[config.mk]
export PLATFORM = sky130hd
export DESIGN_NAME = mlit_alu
export DESIGN_NICKNAME = d
export VERILOG_FILES = /design/src/hdl/mlit_pkg.sv /design/src/hdl/mlit_alu.sv
export SDC_FILE = /design/constraint.sdc
export NUM_CORES = 2
export LEC_CHECK = 0
export BUFFER_PORTS_ARGS = -buffer_cell sky130_fd_sc_hd__buf_2
export CAP_MARGIN = 20
export CORE_ASPECT_RATIO = 1.1
export CORE_MARGIN = 2
export CORE_UTILIZATION = 50
export DETAILED_ROUTE_END_ITERATION = 10
export PLACE_DENSITY = 0.67
export SYNTH_ARGS = -nofsm -noshare
export SYNTH_HDL_FRONTEND = slang
export SYNTH_SLANG_ARGS = --single-unit
[constraint.sdc]
create_clock -name aclk -period 21.6 [get_ports aclk]
set_input_delay 1.08 -clock aclk [delete_from_list [all_inputs] [get_ports aclk]]
set_output_delay 1.08 -clock aclk [all_outputs]
set_load 0.02 [all_outputs]
[src/hdl/mlit_pkg.sv]
// ----------------------------------------------------------------------------
// mlit_pkg
// Shared types, codes and helpers for the mesh interpolation/integration block.
// ----------------------------------------------------------------------------
package mlit_pkg;

    typedef enum logic [1:0] {
        OP_WR_COORD = 2'd0,
        OP_WR_VAR   = 2'd1,
        OP_INTERP   = 2'd2,
        OP_INTEG    = 2'd3
    } op_t;

    typedef enum logic [1:0] {
        STAT_OK      = 2'd0,
        STAT_RANGE   = 2'd1,
        STAT_BAD_VAR = 2'd2
    } status_t;

    typedef enum logic {
        CFG_NODE_COUNT = 1'b0,
        CFG_EDGE_TOL   = 1'b1
    } cfg_idx_t;

    typedef enum logic [3:0] {
        S_IDLE,
        S_SCAN,
        S_VRD_L,
        S_VRD_R,
        S_VCAP,
        S_VMUL,
        S_VDIV,
        S_IRD,
        S_ICAP,
        S_IMUL,
        S_EMIT
    } state_t;

    typedef enum logic {
        ALU_MUL = 1'b0,
        ALU_DIV = 1'b1
    } alu_op_t;

    typedef struct packed {
        logic    start;
        alu_op_t op;
    } alu_req_t;

    localparam int MAG_W  = 33;
    localparam int PROD_W = 65;
    localparam int ACC_W  = 74;
    localparam int RES_W  = 48;
    localparam int WIDE_W = 57;

    localparam logic [PROD_W-1:0] Q_LIMIT = PROD_W'(1) << RES_W;
    localparam logic signed [RES_W-1:0] RES_MAX = {1'b0, {(RES_W-1){1'b1}}};
    localparam logic signed [RES_W-1:0] RES_MIN = {1'b1, {(RES_W-1){1'b0}}};

    function automatic logic [MAG_W-1:0] mag33(input logic signed [MAG_W-1:0] v);
        mag33 = v[MAG_W-1] ? MAG_W'(-v) : MAG_W'(v);
    endfunction

    function automatic logic signed [RES_W-1:0] sat_res(input logic signed [WIDE_W-1:0] v);
        logic signed [WIDE_W-1:0] hi;
        logic signed [WIDE_W-1:0] lo;
        hi = WIDE_W'(RES_MAX);
        lo = WIDE_W'(RES_MIN);
        if (v > hi) begin
            sat_res = RES_MAX;
        end else if (v < lo) begin
            sat_res = RES_MIN;
        end else begin
            sat_res = v[RES_W-1:0];
        end
    endfunction

endpackage

[src/hdl/mlit_alu.sv]
// ----------------------------------------------------------------------------
// mlit_alu
// Shared multi-cycle unit: 33x33 unsigned multiply in two 33x17 steps, or
// 65/33 unsigned restoring divide at one quotient bit per cycle.
// ----------------------------------------------------------------------------
module mlit_alu (
    input  logic                          aclk,
    input  logic                          aresetn,
    input  mlit_pkg::alu_req_t            req,
    input  logic [mlit_pkg::PROD_W-1:0]   opa,
    input  logic [mlit_pkg::MAG_W-1:0]    opb,
    output logic                          done,
    output logic [mlit_pkg::PROD_W-1:0]   res
);

    localparam int CW = $clog2(mlit_pkg::PROD_W);

    logic                          busy_reg;
    logic                          done_reg;
    mlit_pkg::alu_op_t             op_reg;
    logic [CW-1:0]                 cnt_reg;
    logic [mlit_pkg::MAG_W-1:0]    a_reg;
    logic [mlit_pkg::MAG_W-1:0]    b_reg;
    logic [mlit_pkg::MAG_W-1:0]    rem_reg;
    logic [mlit_pkg::PROD_W-1:0]   res_reg;

    logic [16:0]                   mul_b;
    logic [49:0]                   pp;
    logic [mlit_pkg::MAG_W:0]      trial;

    assign mul_b = cnt_reg[0] ? {1'b0, b_reg[32:17]} : b_reg[16:0];
    assign pp    = 50'(a_reg) * 50'(mul_b);
    assign trial = {rem_reg, res_reg[mlit_pkg::PROD_W-1]} - {1'b0, b_reg};

    always_ff @(posedge aclk) begin
        if (!aresetn) begin
            busy_reg <= 1'b0;
            done_reg <= 1'b0;
        end else begin
            done_reg <= 1'b0;
            if (req.start) begin
                busy_reg <= 1'b1;
            end else if (busy_reg) begin
                if ((op_reg == mlit_pkg::ALU_MUL && cnt_reg == CW'(1)) ||
                    (op_reg == mlit_pkg::ALU_DIV && cnt_reg == CW'(mlit_pkg::PROD_W-1))) begin
                    busy_reg <= 1'b0;
                    done_reg <= 1'b1;
                end
            end
        end
    end

    always_ff @(posedge aclk) begin
        if (req.start) begin
            op_reg  <= req.op;
            cnt_reg <= '0;
            a_reg   <= opa[mlit_pkg::MAG_W-1:0];
            b_reg   <= opb;
            rem_reg <= '0;
            res_reg <= (req.op == mlit_pkg::ALU_DIV) ? opa : '0;
        end else if (busy_reg) begin
            cnt_reg <= cnt_reg + CW'(1);
            if (op_reg == mlit_pkg::ALU_MUL) begin
                if (cnt_reg[0]) begin
                    res_reg <= res_reg + (mlit_pkg::PROD_W'(pp) << 17);
                end else begin
                    res_reg <= mlit_pkg::PROD_W'(pp);
                end
            end else begin
                if (!trial[mlit_pkg::MAG_W]) begin
                    rem_reg <= trial[mlit_pkg::MAG_W-1:0];
                end else begin
                    rem_reg <= {rem_reg[mlit_pkg::MAG_W-2:0], res_reg[mlit_pkg::PROD_W-1]};
                end
                res_reg <= {res_reg[mlit_pkg::PROD_W-2:0], ~trial[mlit_pkg::MAG_W]};
            end
        end
    end

    assign done = done_reg;
    assign res  = res_reg;

endmodule

==> After elaboration in Yosys (flattened, before gate mapping) <==
Cells that the tools add are included.
{ "classes": {"addsub": 3, "multipliers": 1, "eq_ne": 2, "muxes": 11, "bitwise_logic": 4, "n_reduce_logical": 6} }
{ "ops": {"columns": ["cell", "n"], "rows": [
  ["$mux W65", 5],
  ["$add A65 B65 Y65", 1],
  ["$mul A33 B17 Y50", 1],
  ["$sub A34 B33 Y34", 1],
  ["$mux W33", 1],
  ["$mux W17", 1],
  ["$add A7 B1 Y7 const B", 1],
  ["$eq A7 B1 Y1 const B", 1],
  ["$eq A7 B7 Y1 const B", 1],
  ["$mux W1", 4],
  ["$not A1 Y1", 4],
  ["$reduce_or A3 Y1", 1],
  ["$logic_and A1 B1 Y1", 2],
  ["$reduce_and A2 Y1", 1],
  ["$reduce_bool A2 Y1", 1],
  ["$logic_or A1 B1 Y1", 1]
]} }
{ "totals": {"regBits": 174, "out_inout_bits": 66, "elab_cells": 35} }

==> Logic depth before layout (Yosys ltp) <==
{ "depth": {"word_depth": 7, "depth_mapped": 38, "depth_no_buf": 36} }

==> Worst setup path after synthesis <==
OpenSTA, ideal clock, no wires.
{ "synth_timing": {"path_type": "reg-to-reg", "from": "register cnt_reg[0]", "to": "register res_reg, in the netlist res[64], data pin", "setup_ps": 262, "t_arrival_ps": 8522, "required_time_ps": 21338, "path_slack_ps": 12815, "path_stages_with_launch": 39, "period_less_slack_ps": 8785, "cell_sequence": "dfxtp_1 -> clkbuf_1 -> buf_1 -> nand2_1 -> o21ai_1 -> clkbuf_1 -> nand2_1 -> fa_1 -> inv_1 -> fa_1 -> inv_1 -> fa_1 -> inv_1 -> fa_1 -> fa_1 -> inv_1 -> fa_1 -> inv_1 -> [3 not listed] -> nor2_1 -> or3_1 -> a21o_1 -> o211ai_1 -> a21boi_1 -> a31oi_1 -> xnor2_1 -> ha_1 -> clkbuf_1 -> nand4_1 -> nor2_1 -> nand2_1 -> o21ai_0 -> a311o_1 -> a221o_1 -> a21o_1 -> xnor3_1 -> o21ai_1"} }
{ "synth_between": {"elab_chain_cells": 7} }
{ "synth_lines": {"columns": ["item", "line", "rtl"], "rows": [
  ["start: declaration", "mlit_alu.sv:21", "logic [CW-1:0] cnt_reg;"],
  ["start signal: assignment", "mlit_alu.sv:62", "cnt_reg <= cnt_reg + CW'(1);"],
  ["$mux W17", "mlit_alu.sv:31", "assign mul_b = cnt_reg[0] ? {1'b0, b_reg[32:17]} : b_reg[16:0];"],
  ["$mul A33 B17 Y50", "mlit_alu.sv:32", "assign pp = 50'(a_reg) * 50'(mul_b);"],
  ["$add A65 B65 Y65", "mlit_alu.sv:65", "res_reg <= res_reg + (mlit_pkg::PROD_W'(pp) << 17);"],
  ["$mux W65 *", "mlit_alu.sv:64", "if (cnt_reg[0]) begin"],
  ["$mux W65 *", "mlit_alu.sv:63", "if (op_reg == mlit_pkg::ALU_MUL) begin"],
  ["$mux W65 *", "mlit_alu.sv:61", "end else if (busy_reg) begin"],
  ["$mux W65 *", "mlit_alu.sv:54", "if (req.start) begin"],
  ["end signal: assignment", "mlit_alu.sv:60", "res_reg <= (req.op == mlit_pkg::ALU_DIV) ? opa : '0;"],
  ["end signal: assignment", "mlit_alu.sv:65", null],
  ["end signal: assignment", "mlit_alu.sv:67", "res_reg <= mlit_pkg::PROD_W'(pp);"],
  ["end: declaration", "mlit_alu.sv:25", "logic [mlit_pkg::PROD_W-1:0] res_reg;"]
]} }
Mark *: on every way between the ends. The rest lies on a longest branch, timed or not. The select of a mux whose other input is x is not followed.
A chain may end at the register's enable or synchronous reset.

==> Worst setup path after layout <==
{ "layout_timing": {"from": "register cnt_reg[0]", "to": "register res_reg, in the netlist res[60], data pin"} }
The elaborated chain is that of the path after synthesis.

==> flow_metrics.tcl <==
set metrics [dict create \
    cp_num_buf_inv 5 \
    slowest_stage "dfxtp_4" \
    start_kind "flip-flop" \
    fin_crit_sh_pct 47.0 \
    dp.cells 4193 \
    multi_input_area_um2 21900 \
    yosys.area_share.simple_pct 15.4 \
    cts_tree "yes" \
    syn_avg_cell_area_um2 8.71 \
    layout-drive-gt1-share_pct 7.82 \
    synth.area.mux_share_pct 1.73 \
    synth_cells 3409 \
    drc 0 \
    drtPass1Iterations 6 \
    hold_viol 0 \
    rsz0062_at_grt "false" \
    initialDrtViolationCount 1771 \
    layout_common_cells "inv_1, nand2_1, fa_1" \
    whs_ps 480 \
    cap_violations 0 \
    path_class "flip-flop to flip-flop" \
    clockBufferDepth 2 \
    final.fill_count 5502 \
    wire_per_inst_um 19.6 \
    rows 93 \
    insertion_delay_ps 470 \
    regArea_um2 4810 \
    cp-end-kind "flip-flop" \
    die_area_um2 61300 \
    synthFlopType "edfxtp_1" \
    slowest_delay_ps 610 \
    root_buffer "clkbuf_16" \
    slew_headroom_pct 33.8 \
    syn_area_um2 29700 \
    drt-total-wl_um 83000 \
    cp_max_fo 45 \
    overflow 0 \
    hp-class "flip-flop to flip-flop" \
    min_period_ps 10150 \
    antenna_found_initial 2 \
    dieHeight_um 260 \
    initial_core_util_pct 50.6 \
    core_um2 58600 \
    placed_area_um2 31100 \
    post_cts_resized 0 \
    clk_pin_slew_ps 80 \
    grt_usage_pct 27.9 \
    syn2layout_area_growth_pct 6.86 \
    worstPathRequired_ps 21780 \
    final_cells 4226 \
    fmaxAchievable_mhz 98.5 \
    cts_max_level 4 \
    setup_tns_ps 0 \
    portBuffers 167 \
    cts_made_buffers 17 \
    slew_viol_final 0 \
    cpLargestDelayFamily "adder cells" \
    grt_max_degree 63 \
    synth_edf_count 132 \
    async_reset_ff_share_pct 0 \
    yosysUniqueCellTypes 79 \
    post_cts_buffers 0 \
    vias 23700 \
    synth-seq-area-share_pct 16.2 \
    clock-sinks 174 \
    syn_nets 4184 \
    dp_hpwl_um 66200 \
    hold_buffers 0 \
    ff2ff_setup_slack_ps 11450 \
    die_x_um 236 \
    grt_pass1_wl_um 134000 \
    ios 168 \
    synth_compound_area_share_pct 12.5 \
    synth_fa_ha_area_share_pct 40.2 \
    finClkSkew_ps 22.6 \
    via_per_inst 5.61 \
    ys_ff_latch 174 \
    synth_top_family_by_area "adder cells" \
    antenna_left 0 \
    setup_violations 0 \
    gp_congestion 0.947 \
    crit_top_cell "fa_1" \
    synth_xor_area_share_pct 3.55 \
    yosys_warnings 0 \
    nets 4227 \
    largest_register_ff_count 65 \
    status "finished, final reports clean" \
    final_common_cell "inv_1" \
    final_area_um2 31700 \
    first_global_vias 24300 \
    arrival_ps 10330 \
    worst_slew_pin_slew_ps 993 \
]
stage by stage:
| stage | worst slack [ps] | utilization (%) |
|---|---|---|
| final | 11450 | 54.1 |
| after CTS | 11580 | 54.1 |
| after global routing | 11070 | 54.1 |
| after detailed placement | 11660 | 53.0 |
| after floorplan | 12820 | - |
| after global placement | 11670 | 53.0 |
kinds of logic after synthesis:
| group | after synthesis |
|---|---|
| adder cells (fa/ha/maj) | 673 |
| flip-flops | 174 |
| XOR/XNOR | 117 |
| AO/OA/AOI/OAI | 579 |
| multiplexers | 51 |
| AND/OR/NAND/NOR | 998 |
| buffers and inverters | 817 |
cell usage after synthesis (all sizes together), types with 14 or more instances:
| library cell | number | area, um2 |
|---|---|---|
| a21o | 78 | 586 |
| o21bai | 14 | 105 |
| dfxtp | 42 | 841 |
| mux2i | 48 | 480 |
| o21ai | 169 | 853 |
| buf | 24 | 113 |
| nor2 | 81 | 304 |
| o211ai | 16 | 120 |
| fa | 466 | 9330 |
| a211oi | 20 | 155 |
| a21oi | 145 | 726 |
| nor3 | 24 | 120 |
| xor2 | 40 | 350 |
| edfxtp | 132 | 3960 |
| clkbuf | 147 | 552 |
| and3 | 49 | 312 |
| nand3 | 30 | 150 |
| nand2 | 570 | 2140 |
| nor2b | 19 | 119 |
| o21a | 15 | 113 |
| inv | 645 | 2420 |
| nand4 | 20 | 125 |
| a22oi | 35 | 263 |
| xnor2 | 76 | 681 |
| and2 | 161 | 1010 |
| ha | 207 | 2590 |
| a31oi | 16 | 100 |
worst register-to-register path, delay by kind of cell (launching register included):
kind                       cells  cell delay (ps)
buffers and inverters          5             1170
AOI/OAI and AO/OA              8             1860
adders and majority gates      8             3930
xor gates and xnor gates       2              620
DFF                            1              610
and+or+nand+nor                9             1630
routing by layer:
layer  vias up  global-route usage, %  wire length [um]  part of all wire (%)
met1     11900                   37.9             34900                    42
met4         0                   9.14              2580                   3.1
met3       110                   3.50              5870                   7.1
met2       820                   46.5             39700                    48
met5         -                      0                 0                     0
li1      10900                      -                 -                     -
final timing paths:
| kind | startpoint | endpoint | depth (start not counted) |
|---|---|---|---|
| worst max-delay path | cnt_reg[0]$_SDFFE_PP0P_ | res[60]$_DFFE_PP_ | 32 |
| worst min-delay path | rem_reg[16]$_SDFFE_PP0P_ | rem_reg[16]$_SDFFE_PP0P_ | 2 |
| worst max register to register | cnt_reg[0]$_SDFFE_PP0P_ | res[60]$_DFFE_PP_ | 32 |
| worst min register to register | rem_reg[16]$_SDFFE_PP0P_ | rem_reg[16]$_SDFFE_PP0P_ | 2 |
cell type report:
type,instances,area share [%]
Antenna cell,1,0.00789
Clock buffer,18,1.35
Clock inverter,14,0.529
Tap cell,760,3.00
Timing Repair Buffer,195,3.31
Multi-Input combinational cell,2418,69.0
Sequential cell,174,15.2
Inverter,646,7.65
Power is not shown: default switching activity piles up to over one toggle a cycle in this logic, so the estimate is an artifact.
